### src/hw/rtl/ftrf_pkg.sv
// Shared constants, types and the checksum fold helper function of the TCP receive filter.
package ftrf_pkg;

    localparam int MAX_PACKET_BYTES = 2048;
    localparam int BIDX_W = $clog2(MAX_PACKET_BYTES + 2);
    localparam int DLEN_W = 12;
    localparam int QUEUE_DEPTH = 4;
    localparam int QPTR_W = $clog2(QUEUE_DEPTH);
    localparam int QCNT_W = $clog2(QUEUE_DEPTH + 1);
    localparam int CFG_DATA_W = 16;
    localparam int CFG_INDEX_W = 2;

    localparam logic [CFG_INDEX_W-1:0] CFG_SERVER_MODE = 2'd0;
    localparam logic [CFG_INDEX_W-1:0] CFG_LOCAL_PORT = 2'd1;
    localparam logic [CFG_INDEX_W-1:0] CFG_FREEZE_SEQUENCE = 2'd2;

    localparam logic [2:0] VERDICT_OK = 3'd0;
    localparam logic [2:0] VERDICT_SHORT = 3'd1;
    localparam logic [2:0] VERDICT_NOT_TCP = 3'd2;
    localparam logic [2:0] VERDICT_PORT = 3'd3;
    localparam logic [2:0] VERDICT_HANDSHAKE = 3'd4;
    localparam logic [2:0] VERDICT_TCP_SUM = 3'd5;
    localparam logic [2:0] VERDICT_DATA_SUM = 3'd6;
    localparam logic [2:0] VERDICT_LONG = 3'd7;

    localparam logic [1:0] REPLY_NONE = 2'd0;
    localparam logic [1:0] REPLY_SEND_SYNACK = 2'd1;
    localparam logic [1:0] REPLY_SEND_ACK = 2'd2;

    localparam logic [1:0] ACK_KEEP = 2'd0;
    localparam logic [1:0] ACK_SYNC = 2'd1;
    localparam logic [1:0] ACK_LOAD = 2'd2;

    localparam logic [7:0] IP_PROTO_TCP = 8'd6;
    localparam logic [7:0] FLAG_MASK = 8'h1a;
    localparam logic [7:0] FLAGS_SYN = 8'h02;
    localparam logic [7:0] FLAGS_SYN_ACK = 8'h12;

    typedef struct packed {
        logic        server_mode;
        logic [15:0] local_port;
        logic        freeze_sequence;
    } cfg_t;

    typedef struct packed {
        logic              has_data;
        logic [7:0]        data_byte;
        logic              has_verdict;
        logic [2:0]        verdict;
        logic [1:0]        reply_kind;
        logic [31:0]       peer_addr;
        logic [15:0]       peer_port;
        logic [DLEN_W-1:0] data_length;
        logic [1:0]        ack_mode;
        logic [31:0]       new_ack;
    } event_t;

    function automatic logic [15:0] fold_not(input logic [31:0] s);
        logic [16:0] a;
        logic [16:0] c;
        a = {1'b0, s[31:16]} + {1'b0, s[15:0]};
        c = a + {16'd0, a[16]};
        return ~c[15:0];
    endfunction

endpackage

### src/hw/rtl/ftrf_if.sv
// Channel interfaces for datagram bytes in and filter results out.
interface ftrf_in_if;
    logic       valid;
    logic       ready;
    logic [7:0] pkt_byte;
    logic       end_of_packet;

    modport source (output valid, output pkt_byte, output end_of_packet, input ready);
    modport sink (input valid, input pkt_byte, input end_of_packet, output ready);
endinterface

interface ftrf_out_if;
    logic        valid;
    logic        ready;
    logic        kind;
    logic [7:0]  data_byte;
    logic [2:0]  verdict;
    logic [1:0]  reply_kind;
    logic [31:0] peer_addr;
    logic [15:0] peer_port;
    logic [11:0] data_length;
    logic [31:0] ack_number;
    logic [31:0] seq_number;
    logic        run_last;

    modport source (output valid, output kind, output data_byte, output verdict,
                    output reply_kind, output peer_addr, output peer_port,
                    output data_length, output ack_number, output seq_number,
                    output run_last, input ready);
    modport sink (input valid, input kind, input data_byte, input verdict,
                  input reply_kind, input peer_addr, input peer_port,
                  input data_length, input ack_number, input seq_number,
                  input run_last, output ready);
endinterface

### src/hw/rtl/ftrf_front.sv
// Front end: parses datagram bytes, accumulates checksums and classifies each packet.
module ftrf_front (
    input  logic              clk,
    input  logic              rst_n,
    input  ftrf_pkg::cfg_t    cfg,
    ftrf_in_if.sink           pkt,
    input  logic              q_full,
    output logic              q_push,
    output ftrf_pkg::event_t  q_data
);
    import ftrf_pkg::*;

    logic [BIDX_W-1:0] byte_index_reg, byte_index_next;
    logic [5:0]  ip_hlen_reg, ip_hlen_next;
    logic [5:0]  tcp_hlen_reg, tcp_hlen_next;
    logic [7:0]  proto_reg, proto_next;
    logic [31:0] src_reg, src_next;
    logic [31:0] dst_reg, dst_next;
    logic [31:0] ports_reg, ports_next;
    logic [31:0] peer_seq_reg, peer_seq_next;
    logic [7:0]  flags_reg, flags_next;
    logic [15:0] tcp_sum_reg, tcp_sum_next;
    logic [15:0] data_sum_reg, data_sum_next;
    logic [31:0] tcp_acc_reg, tcp_acc_next;
    logic [31:0] data_acc_reg, data_acc_next;
    logic [7:0]  hold_reg, hold_next;

    logic              accept;
    logic              is_data;
    logic [7:0]        b;
    logic [BIDX_W-1:0] i;
    logic [BIDX_W-1:0] ih_old;
    logic [BIDX_W-1:0] th_old;
    logic [BIDX_W-1:0] o;
    logic [15:0]       word;
    logic              tcp_zone;
    logic [BIDX_W-1:0] size;
    logic [BIDX_W-1:0] ih;
    logic [BIDX_W-1:0] th;
    logic [BIDX_W-1:0] eff;
    logic [BIDX_W-1:0] hdrs;
    logic [BIDX_W-1:0] tl;
    logic              odd;
    logic [31:0]       tsum;
    logic [31:0]       dsum;
    logic              tcp_ok;
    logic              hs_srv;
    logic              hs_cli;
    logic [2:0]        verdict;
    logic [1:0]        reply;
    logic [1:0]        ack_mode;
    logic [BIDX_W-1:0] dlen;

    assign pkt.ready = !q_full;
    assign accept = pkt.valid && !q_full;
    assign b = pkt.pkt_byte;
    assign i = byte_index_reg;
    assign ih_old = BIDX_W'(ip_hlen_reg);
    assign th_old = BIDX_W'(tcp_hlen_reg);
    assign o = i - ih_old;
    assign word = {hold_reg, b};
    assign tcp_zone = (i != '0) && (ih_old >= BIDX_W'(20)) && (i >= ih_old);

    always_comb
    begin
        ip_hlen_next = ip_hlen_reg;
        tcp_hlen_next = tcp_hlen_reg;
        proto_next = proto_reg;
        src_next = src_reg;
        dst_next = dst_reg;
        ports_next = ports_reg;
        peer_seq_next = peer_seq_reg;
        flags_next = flags_reg;
        tcp_sum_next = tcp_sum_reg;
        data_sum_next = data_sum_reg;
        tcp_acc_next = tcp_acc_reg;
        data_acc_next = data_acc_reg;
        hold_next = hold_reg;
        is_data = 1'b0;
        if (i < BIDX_W'(MAX_PACKET_BYTES))
        begin
            if (i == '0)
            begin
                ip_hlen_next = {b[3:0], 2'b00};
            end
            else if (i == BIDX_W'(9))
            begin
                proto_next = b;
            end
            else if (i >= BIDX_W'(12) && i <= BIDX_W'(15))
            begin
                src_next = {src_reg[23:0], b};
            end
            else if (i >= BIDX_W'(16) && i <= BIDX_W'(19))
            begin
                dst_next = {dst_reg[23:0], b};
            end
            // The pseudo-header address words are summed as they arrive.
            if (i == BIDX_W'(13) || i == BIDX_W'(15) || i == BIDX_W'(17)
                || i == BIDX_W'(19))
            begin
                tcp_acc_next = tcp_acc_reg + 32'(word);
            end
            if (tcp_zone)
            begin
                if (o <= BIDX_W'(3))
                begin
                    ports_next = {ports_reg[23:0], b};
                end
                else if (o <= BIDX_W'(7))
                begin
                    peer_seq_next = {peer_seq_reg[23:0], b};
                end
                else if (o == BIDX_W'(12))
                begin
                    tcp_hlen_next = {b[7:4], 2'b00};
                end
                else if (o == BIDX_W'(13))
                begin
                    flags_next = b;
                end
                else if (o == BIDX_W'(16))
                begin
                    tcp_sum_next = {b, 8'd0};
                end
                else if (o == BIDX_W'(17))
                begin
                    tcp_sum_next = {tcp_sum_reg[15:8], b};
                end
                if (i[0] && o != BIDX_W'(17))
                begin
                    tcp_acc_next = tcp_acc_reg + 32'(word);
                end
                if (th_old >= BIDX_W'(20))
                begin
                    if (o == th_old)
                    begin
                        data_sum_next = {b, 8'd0};
                    end
                    else if (o == th_old + BIDX_W'(1))
                    begin
                        data_sum_next = {data_sum_reg[15:8], b};
                    end
                    if (o >= th_old + BIDX_W'(4))
                    begin
                        is_data = 1'b1;
                        if (i[0] && o >= th_old + BIDX_W'(5))
                        begin
                            data_acc_next = data_acc_reg + 32'(word);
                        end
                    end
                end
            end
            if (!i[0])
            begin
                hold_next = b;
            end
        end
    end

    assign size = (i <= BIDX_W'(MAX_PACKET_BYTES)) ? i + BIDX_W'(1) : i;
    assign ih = BIDX_W'(ip_hlen_next);
    assign th = BIDX_W'(tcp_hlen_next);
    assign eff = (size > BIDX_W'(MAX_PACKET_BYTES)) ? BIDX_W'(MAX_PACKET_BYTES) : size;
    assign hdrs = ih + th + BIDX_W'(4);
    assign dlen = (ih >= BIDX_W'(20) && th >= BIDX_W'(20) && eff > hdrs) ? eff - hdrs : '0;
    assign tl = size - ih;
    assign odd = size[0];
    assign tsum = tcp_acc_next + 32'(tl) + (odd ? {16'd0, hold_next, 8'd0} : 32'd0);
    assign dsum = data_acc_next
                  + ((odd && (tl - BIDX_W'(1)) >= th + BIDX_W'(4))
                     ? {16'd0, hold_next, 8'd0} : 32'd0);
    assign tcp_ok = (fold_not(tsum) == tcp_sum_next);
    assign hs_srv = cfg.server_mode && ((flags_next & FLAG_MASK) == FLAGS_SYN);
    assign hs_cli = !cfg.server_mode && ((flags_next & FLAG_MASK) == FLAGS_SYN_ACK);

    always_comb
    begin
        reply = REPLY_NONE;
        ack_mode = ACK_KEEP;
        if (size > BIDX_W'(MAX_PACKET_BYTES))
        begin
            verdict = VERDICT_LONG;
        end
        else if (size < BIDX_W'(40))
        begin
            verdict = VERDICT_SHORT;
        end
        else if (proto_next != IP_PROTO_TCP)
        begin
            verdict = VERDICT_NOT_TCP;
        end
        else if (ih < BIDX_W'(20) || ih + BIDX_W'(20) > size)
        begin
            verdict = VERDICT_SHORT;
        end
        else if (ports_next[15:0] != cfg.local_port)
        begin
            verdict = VERDICT_PORT;
        end
        else if (hs_srv || hs_cli)
        begin
            verdict = VERDICT_HANDSHAKE;
            reply = hs_srv ? REPLY_SEND_SYNACK : REPLY_SEND_ACK;
            ack_mode = ACK_SYNC;
        end
        else if (th < BIDX_W'(20) || hdrs > size)
        begin
            verdict = VERDICT_SHORT;
        end
        else if (!tcp_ok)
        begin
            verdict = VERDICT_TCP_SUM;
        end
        else
        begin
            ack_mode = cfg.freeze_sequence ? ACK_KEEP : ACK_LOAD;
            verdict = (fold_not(dsum) != data_sum_next) ? VERDICT_DATA_SUM : VERDICT_OK;
        end
    end

    assign q_push = accept && (is_data || pkt.end_of_packet);

    always_comb
    begin
        q_data.has_data = is_data;
        q_data.data_byte = b;
        q_data.has_verdict = pkt.end_of_packet;
        q_data.verdict = verdict;
        q_data.reply_kind = reply;
        q_data.peer_addr = src_next;
        q_data.peer_port = ports_next[31:16];
        q_data.data_length = DLEN_W'(dlen);
        q_data.ack_mode = ack_mode;
        q_data.new_ack = peer_seq_next + 32'(tl - th);
    end

    always_comb
    begin
        byte_index_next = byte_index_reg;
        if (accept)
        begin
            byte_index_next = pkt.end_of_packet ? '0 : size;
        end
    end

    always_ff @(posedge clk or negedge rst_n)
    begin
        if (!rst_n)
        begin
            byte_index_reg <= '0;
            ip_hlen_reg <= '0;
            tcp_hlen_reg <= '0;
            proto_reg <= '0;
            src_reg <= '0;
            dst_reg <= '0;
            ports_reg <= '0;
            peer_seq_reg <= '0;
            flags_reg <= '0;
            tcp_sum_reg <= '0;
            data_sum_reg <= '0;
            tcp_acc_reg <= 32'(IP_PROTO_TCP);
            data_acc_reg <= '0;
            hold_reg <= '0;
        end
        else
        begin
            byte_index_reg <= byte_index_next;
            if (accept && pkt.end_of_packet)
            begin
                // The next packet starts from cleared header state.
                ip_hlen_reg <= '0;
                tcp_hlen_reg <= '0;
                proto_reg <= '0;
                src_reg <= '0;
                dst_reg <= '0;
                ports_reg <= '0;
                peer_seq_reg <= '0;
                flags_reg <= '0;
                tcp_sum_reg <= '0;
                data_sum_reg <= '0;
                tcp_acc_reg <= 32'(IP_PROTO_TCP);
                data_acc_reg <= '0;
                hold_reg <= '0;
            end
            else if (accept)
            begin
                ip_hlen_reg <= ip_hlen_next;
                tcp_hlen_reg <= tcp_hlen_next;
                proto_reg <= proto_next;
                src_reg <= src_next;
                dst_reg <= dst_next;
                ports_reg <= ports_next;
                peer_seq_reg <= peer_seq_next;
                flags_reg <= flags_next;
                tcp_sum_reg <= tcp_sum_next;
                data_sum_reg <= data_sum_next;
                tcp_acc_reg <= tcp_acc_next;
                data_acc_reg <= data_acc_next;
                hold_reg <= hold_next;
            end
        end
    end

endmodule

### src/hw/rtl/ftrf_queue.sv
// Short event queue that decouples the front end from the result stage.
module ftrf_queue (
    input  logic              clk,
    input  logic              rst_n,
    input  logic              push,
    input  ftrf_pkg::event_t  push_data,
    input  logic              pop,
    output ftrf_pkg::event_t  head,
    output logic              full,
    output logic              empty
);
    import ftrf_pkg::*;

    event_t              entry_reg [QUEUE_DEPTH];
    logic [QPTR_W-1:0]   wr_ptr_reg, wr_ptr_next;
    logic [QPTR_W-1:0]   rd_ptr_reg, rd_ptr_next;
    logic [QCNT_W-1:0]   count_reg, count_next;
    logic                do_push;
    logic                do_pop;

    assign full = (count_reg == QCNT_W'(QUEUE_DEPTH));
    assign empty = (count_reg == '0);
    assign head = entry_reg[rd_ptr_reg];
    assign do_push = push && !full;
    assign do_pop = pop && !empty;

    always_comb
    begin
        wr_ptr_next = do_push ? wr_ptr_reg + QPTR_W'(1) : wr_ptr_reg;
        rd_ptr_next = do_pop ? rd_ptr_reg + QPTR_W'(1) : rd_ptr_reg;
        count_next = count_reg + QCNT_W'(do_push) - QCNT_W'(do_pop);
    end

    always_ff @(posedge clk)
    begin
        if (do_push)
        begin
            entry_reg[wr_ptr_reg] <= push_data;
        end
    end

    always_ff @(posedge clk or negedge rst_n)
    begin
        if (!rst_n)
        begin
            wr_ptr_reg <= '0;
            rd_ptr_reg <= '0;
            count_reg <= '0;
        end
        else
        begin
            wr_ptr_reg <= wr_ptr_next;
            rd_ptr_reg <= rd_ptr_next;
            count_reg <= count_next;
        end
    end

endmodule

### src/hw/rtl/ftrf_back.sv
// Result stage: keeps the local sequence state and emits data and verdict results.
module ftrf_back (
    input  logic              clk,
    input  logic              rst_n,
    input  ftrf_pkg::event_t  head,
    input  logic              empty,
    output logic              pop,
    ftrf_out_if.source        res
);
    import ftrf_pkg::*;

    logic        valid_reg, valid_next;
    logic        kind_reg, kind_next;
    logic [7:0]  data_byte_reg, data_byte_next;
    logic [2:0]  verdict_reg, verdict_next;
    logic [1:0]  reply_reg, reply_next;
    logic [31:0] addr_reg, addr_next;
    logic [15:0] port_reg, port_next;
    logic [11:0] dlen_reg, dlen_next;
    logic [31:0] ack_out_reg, ack_out_next;
    logic [31:0] seq_out_reg, seq_out_next;
    logic        last_reg, last_next;
    logic        data_done_reg, data_done_next;
    logic [31:0] local_seq_reg, local_seq_next;
    logic [31:0] local_ack_reg, local_ack_next;
    logic        can_load;

    assign can_load = !valid_reg || res.ready;

    always_comb
    begin
        valid_next = valid_reg && !res.ready;
        kind_next = kind_reg;
        data_byte_next = data_byte_reg;
        verdict_next = verdict_reg;
        reply_next = reply_reg;
        addr_next = addr_reg;
        port_next = port_reg;
        dlen_next = dlen_reg;
        ack_out_next = ack_out_reg;
        seq_out_next = seq_out_reg;
        last_next = last_reg;
        data_done_next = data_done_reg;
        local_seq_next = local_seq_reg;
        local_ack_next = local_ack_reg;
        pop = 1'b0;
        if (can_load && !empty)
        begin
            valid_next = 1'b1;
            if (head.has_data && !data_done_reg)
            begin
                kind_next = 1'b0;
                data_byte_next = head.data_byte;
                verdict_next = VERDICT_OK;
                reply_next = REPLY_NONE;
                addr_next = '0;
                port_next = '0;
                dlen_next = '0;
                ack_out_next = '0;
                seq_out_next = '0;
                last_next = 1'b0;
                if (head.has_verdict)
                begin
                    data_done_next = 1'b1;
                end
                else
                begin
                    pop = 1'b1;
                end
            end
            else
            begin
                unique case (head.ack_mode)
                    ACK_SYNC:
                    begin
                        local_seq_next = 32'd1;
                        local_ack_next = 32'd1;
                    end
                    ACK_LOAD:
                    begin
                        local_ack_next = head.new_ack;
                    end
                    default:
                    begin
                    end
                endcase
                kind_next = 1'b1;
                data_byte_next = '0;
                verdict_next = head.verdict;
                reply_next = head.reply_kind;
                addr_next = head.peer_addr;
                port_next = head.peer_port;
                dlen_next = head.data_length;
                ack_out_next = local_ack_next;
                seq_out_next = local_seq_next;
                last_next = 1'b1;
                data_done_next = 1'b0;
                pop = 1'b1;
            end
        end
    end

    always_ff @(posedge clk)
    begin
        kind_reg <= kind_next;
        data_byte_reg <= data_byte_next;
        verdict_reg <= verdict_next;
        reply_reg <= reply_next;
        addr_reg <= addr_next;
        port_reg <= port_next;
        dlen_reg <= dlen_next;
        ack_out_reg <= ack_out_next;
        seq_out_reg <= seq_out_next;
        last_reg <= last_next;
    end

    always_ff @(posedge clk or negedge rst_n)
    begin
        if (!rst_n)
        begin
            valid_reg <= 1'b0;
            data_done_reg <= 1'b0;
            local_seq_reg <= '0;
            local_ack_reg <= 32'd1;
        end
        else
        begin
            valid_reg <= valid_next;
            data_done_reg <= data_done_next;
            local_seq_reg <= local_seq_next;
            local_ack_reg <= local_ack_next;
        end
    end

    assign res.valid = valid_reg;
    assign res.kind = kind_reg;
    assign res.data_byte = data_byte_reg;
    assign res.verdict = verdict_reg;
    assign res.reply_kind = reply_reg;
    assign res.peer_addr = addr_reg;
    assign res.peer_port = port_reg;
    assign res.data_length = dlen_reg;
    assign res.ack_number = ack_out_reg;
    assign res.seq_number = seq_out_reg;
    assign res.run_last = last_reg;

endmodule

### src/hw/rtl/fake_tcp_receive_filter.sv
// Top level of the TCP receive filter: configuration registers, front end, queue, result stage.
// A data byte or verdict result is registered in the event queue, then in the output register.
// One byte is accepted per cycle unless the queue is full; a final data byte gives two results.
// The four-entry event queue absorbs those extra results and output stalls.
// Reset clears all packet state and configuration, sets the sequence number to 0 and ack to 1.
module fake_tcp_receive_filter (
    input  logic                             clk,
    input  logic                             rst_n,
    ftrf_in_if.sink                          pkt,
    ftrf_out_if.source                       res,
    input  logic                             cfg_wr_en,
    input  logic [ftrf_pkg::CFG_INDEX_W-1:0] cfg_index,
    input  logic [ftrf_pkg::CFG_DATA_W-1:0]  cfg_wr_data
);
    import ftrf_pkg::*;

    cfg_t   cfg_reg;
    event_t q_in;
    event_t q_head;
    logic   q_push;
    logic   q_pop;
    logic   q_full;
    logic   q_empty;

    always_ff @(posedge clk or negedge rst_n)
    begin
        if (!rst_n)
        begin
            cfg_reg <= '0;
        end
        else if (cfg_wr_en)
        begin
            unique case (cfg_index)
                CFG_SERVER_MODE:     cfg_reg.server_mode <= cfg_wr_data[0];
                CFG_LOCAL_PORT:      cfg_reg.local_port <= cfg_wr_data;
                CFG_FREEZE_SEQUENCE: cfg_reg.freeze_sequence <= cfg_wr_data[0];
                default:
                begin
                end
            endcase
        end
    end

    ftrf_front u_front (
        .clk    (clk),
        .rst_n  (rst_n),
        .cfg    (cfg_reg),
        .pkt    (pkt),
        .q_full (q_full),
        .q_push (q_push),
        .q_data (q_in)
    );

    ftrf_queue u_queue (
        .clk       (clk),
        .rst_n     (rst_n),
        .push      (q_push),
        .push_data (q_in),
        .pop       (q_pop),
        .head      (q_head),
        .full      (q_full),
        .empty     (q_empty)
    );

    ftrf_back u_back (
        .clk   (clk),
        .rst_n (rst_n),
        .head  (q_head),
        .empty (q_empty),
        .pop   (q_pop),
        .res   (res)
    );

endmodule

### src/flat_wrapper.sv
// flat-port wrapper written by rule: the top's interface ports become plain ports
module fake_tcp_receive_filter_flat import ftrf_pkg::*;
  (clk, rst_n, cfg_wr_en, cfg_index, cfg_wr_data, pkt_valid, pkt_pkt_byte, pkt_end_of_packet, pkt_ready, res_valid, res_kind, res_data_byte, res_verdict, res_reply_kind, res_peer_addr, res_peer_port, res_data_length, res_ack_number, res_seq_number, res_run_last, res_ready);
  ftrf_in_if pkt_i ();
  ftrf_out_if res_i ();
  input  logic clk;
  input  logic rst_n;
  input  logic cfg_wr_en;
  input  logic [ftrf_pkg::CFG_INDEX_W-1:0] cfg_index;
  input  logic [ftrf_pkg::CFG_DATA_W-1:0] cfg_wr_data;
  input wire logic [$bits(pkt_i.valid)-1:0] pkt_valid;
  input wire logic [$bits(pkt_i.pkt_byte)-1:0] pkt_pkt_byte;
  input wire logic [$bits(pkt_i.end_of_packet)-1:0] pkt_end_of_packet;
  output wire logic [$bits(pkt_i.ready)-1:0] pkt_ready;
  output wire logic [$bits(res_i.valid)-1:0] res_valid;
  output wire logic [$bits(res_i.kind)-1:0] res_kind;
  output wire logic [$bits(res_i.data_byte)-1:0] res_data_byte;
  output wire logic [$bits(res_i.verdict)-1:0] res_verdict;
  output wire logic [$bits(res_i.reply_kind)-1:0] res_reply_kind;
  output wire logic [$bits(res_i.peer_addr)-1:0] res_peer_addr;
  output wire logic [$bits(res_i.peer_port)-1:0] res_peer_port;
  output wire logic [$bits(res_i.data_length)-1:0] res_data_length;
  output wire logic [$bits(res_i.ack_number)-1:0] res_ack_number;
  output wire logic [$bits(res_i.seq_number)-1:0] res_seq_number;
  output wire logic [$bits(res_i.run_last)-1:0] res_run_last;
  input wire logic [$bits(res_i.ready)-1:0] res_ready;
  assign pkt_i.valid = pkt_valid;
  assign pkt_i.pkt_byte = pkt_pkt_byte;
  assign pkt_i.end_of_packet = pkt_end_of_packet;
  assign pkt_ready = pkt_i.ready;
  assign res_valid = res_i.valid;
  assign res_kind = res_i.kind;
  assign res_data_byte = res_i.data_byte;
  assign res_verdict = res_i.verdict;
  assign res_reply_kind = res_i.reply_kind;
  assign res_peer_addr = res_i.peer_addr;
  assign res_peer_port = res_i.peer_port;
  assign res_data_length = res_i.data_length;
  assign res_ack_number = res_i.ack_number;
  assign res_seq_number = res_i.seq_number;
  assign res_run_last = res_i.run_last;
  assign res_i.ready = res_ready;
  fake_tcp_receive_filter u_core (.clk(clk), .rst_n(rst_n), .pkt(pkt_i), .res(res_i), .cfg_wr_en(cfg_wr_en), .cfg_index(cfg_index), .cfg_wr_data(cfg_wr_data));
endmodule
### config.mk
export PLATFORM = sky130hd
export DESIGN_NAME = fake_tcp_receive_filter_flat
export DESIGN_NICKNAME = d
export VERILOG_FILES = /design/src/hw/rtl/ftrf_pkg.sv /design/src/hw/rtl/ftrf_if.sv /design/src/hw/rtl/ftrf_front.sv /design/src/hw/rtl/ftrf_queue.sv /design/src/hw/rtl/ftrf_back.sv /design/src/hw/rtl/fake_tcp_receive_filter.sv /design/src/flat_wrapper.sv
export SDC_FILE = /design/constraint.sdc
export NUM_CORES = 2
export LEC_CHECK = 0
export BUFFER_PORTS_ARGS = -buffer_cell sky130_fd_sc_hd__buf_2
export CELL_PAD_IN_SITES_DETAIL_PLACEMENT = 1
export CELL_PAD_IN_SITES_GLOBAL_PLACEMENT = 1
export CORE_UTILIZATION = 40
export DETAILED_ROUTE_END_ITERATION = 10
export GPL_TIMING_DRIVEN = 0
export HOLD_SLACK_MARGIN = 0.06
export PLACE_DENSITY_LB_ADDON = 0.1
export SKIP_CTS_REPAIR_TIMING = 1
export SYNTH_ARGS = -nofsm -noshare
export SYNTH_HDL_FRONTEND = slang
export SYNTH_SLANG_ARGS = --single-unit
### constraint.sdc
create_clock -name clk -period 16.64 [get_ports clk]
set_input_delay 1.664 -clock clk [delete_from_list [all_inputs] [get_ports clk]]
set_output_delay 1.664 -clock clk [all_outputs]
set_load 0.02 [all_outputs]
==> run metrics <==
routability-driven placement congestion ratio=0.876; Clock Latency Late Sink=730 ps; first-pass GRT wire length=223 mm; sequential share of power=0.288; Hold Slack=476 ps; CTS tree=yes; CP max stage delay=760 ps; slowest cell on the critical path=o41ai_4; final hold violation count=0; Synth Warn #=0; outcome=complete, no violations; CTS HTree Levels=3; number of synthesized flops with an enable pin=574; Setup crit start kind=input pin; Via-to-Cell Ratio=5.59; Rel. slew slack=0.0705; leakage=22.5 nW; Psw=0.00437 W; vias in the first global route=34800; core area=0.120 mm^2; clock share of power=0.221; share of cells above drive strength 1=0.152; Period minus WS final=15450 ps; Logic pwr share=0.491; average size of a mapped cell=12.0 um^2; Clk pin slew, worst setup/hold paths=60 ps; Synth cell types=109; fmax=64.7 MHz; Fillers=12700; Port Buf Inserts=172; Layout Nets=4605; Top cell by count, worst path=a21oi_1; largest net degree at the start of global routing=96; gr ovfl total=0; Slew Limit Fails=0; n_diodes=0; final setup violation count=0; Worst Skew=62.5 ps; max-cap violations=0; fin area=0.0552 mm^2; multi-input logic area=0.0217 mm^2; Total GRT Usage=0.244; Fin Setup TNS=0 ps; Cells after Synth=4029; DRT antenna net count=0; die footprint=0.122 mm^2; DP Area=0.0518 mm^2; # IOs=173; WL per Instance=24.5 um; placed wire-length estimate=108 mm; P&R area growth vs syn=14.1%; Worst EP required=17120 ps; Slew @ Worst Pin=1390 ps; routed via count=33700; Post-Place Setup Slack=86.9 ps; fraction of registers with async set/reset=0.362; Hold Crit Class=flop to flop; DRC=0; number of flip-flops in the largest register=436; Sw Share=0.419; initial antenna violation count=13; root buffer cell=clkbuf_16; syn nets=4310; First-pass DRT Iterations=5; crit-path max FO=10; RSZ-0062 raised after global routing=false; first-iteration detailed-routing DRC count=2120; Final Cycle Share=0.929; CTS buffer count=102; row cnt=127; Die Span Y=350 um; maximum VDD drop=0.000121 V; synthesis-stage register bit count=900; Arr. time, crit path=15930 ps; CP Capture Type=flop; register area share after synthesis=0.525; Max Root-Sink Buffers=3; final worst slack=1190 ps; Seq. cell area=0.0254 mm^2; Final Util=0.461; Die Wd=350 um; final WL=148 mm; clk sinks=900; worst setup path class=input pin to flop; Initial Utilization=0.403; Synth Cell Area=0.0484 mm^2; power density cells=189 mW/mm^2; ys flop type=edfxtp_1; Int Power=0.00606 W
==> worst max-delay path, delay by kind of cell <==
kind | cells | cell delay [ps]
fa+ha+maj | 6 | 1960
buf+inv | 4 | 1820
xor+xnor | 3 | 450
simple gates | 15 | 3910
compound gates | 23 | 6050
==> cell usage after synthesis, drive strengths merged, types with 119 or more instances <==
library cell | number | area share
ha | 232 | 0.060
nand2 | 271 | 0.021
a22o | 126 | 0.023
dfrtp | 323 | 0.17
o21ai | 228 | 0.024
xnor2 | 172 | 0.031
inv | 152 | 0.012
edfxtp | 574 | 0.36
a21oi | 178 | 0.019
clkbuf | 162 | 0.013
and2 | 136 | 0.018
mux2 | 119 | 0.028
nor2 | 244 | 0.019
==> power by group through the flow <==
stage | registers, W | logic, W | clock network, W
after floorplan | 0.00325 | 0.00331 | 0
after global placement | 0.00311 | 0.00502 | 0
after detailed placement | 0.00305 | 0.00512 | 0
after CTS | 0.00301 | 0.00515 | 0.00236
after global routing | 0.00304 | 0.00561 | 0.00244
final | 0.00300 | 0.00512 | 0.00231
==> kinds of logic (layout without fill, tap and decap cells) <==
family / count (synthesis) / after routing / share of synthesized area
flip-flops: 900 / 900 / 0.525
adder cells (fa/ha/maj): 250 / 250 / 0.0672
multiplexers: 286 / 286 / 0.0901
AND/OR/NAND/NOR: 1110 / 1110 / 0.119
AO/OA/AOI/OAI: 885 / 885 / 0.124
buffers and inverters: 347 / 730 / 0.0278
XOR/XNOR: 251 / 251 / 0.0473
==> worst paths after layout <==
path / start / end / cells past startpoint / slack (ps)
min in group asynchronous: rst_n / u_core.u_front.byte_index_reg[5] / 1 / 890
max in group asynchronous: rst_n / u_core.u_back.local_ack_reg[0] / 3 / 14300
worst min register to register: u_core.u_back.local_ack_reg[9] / u_core.u_back.local_ack_reg[9] / 2 / 480
worst max register to register: u_core.u_front.byte_index_reg[0] / u_core.u_queue.entry_reg[1][97] / 55 / 1450
worst min-delay path: u_core.u_back.local_ack_reg[9] / u_core.u_back.local_ack_reg[9] / 2 / 480
worst max-delay path: pkt_pkt_byte[0] / u_core.u_queue.entry_reg[1][97] / 51 / 1190
==> stage by stage <==
stage          cells  power [W]
2_1_floorplan   4029    0.00656
3_3_place_gp    5813    0.00812
3_5_place_dp    5832    0.00817
4_1_cts         6024     0.0105
5_1_grt         6024     0.0111
6_report        6024     0.0104
==> cell usage in the layout, fill, tap and decap left out, types with 41 or more instances in the layout <==
cell and count:
a21oi_1 174, edfxtp_1 574, dfrtp_1 323, mux2i_1 57
buf_2 180, nor2_1 242, mux2_2 119, ha_1 232
inv_1 149, xor2_1 73, a22o_1 126, and2_1 131
nand2_1 271, nor2b_1 74, mux4_2 108, clkbuf_1 181
nor3_1 68, clkbuf_16 103, nand3_1 68, o21ai_0 218
nand2b_1 41, xnor2_1 171, a21o_1 60
==> layout make-up <==
| class | count | share of cell area |
|---|---|---|
| clock buffer | 139 | 0.0515 |
| clock inverter | 53 | 0.0110 |
| tap | 1612 | 0.0365 |
| multi-input combinational | 2782 | 0.393 |
| sequential | 900 | 0.460 |
| buffer | 194 | 0.0140 |
| inverter | 153 | 0.0105 |
| timing repair buffer | 191 | 0.0235 |
==> routing by layer <==
metal	GRT usage	up-vias	routed length, um
li1	-	15600	-
met1	0.332	17300	67000
met2	0.405	643	70600
met3	0.0314	198	5690
met4	0.0719	2	4340
met5	0	-	15
(Power assumes the default switching activity.)
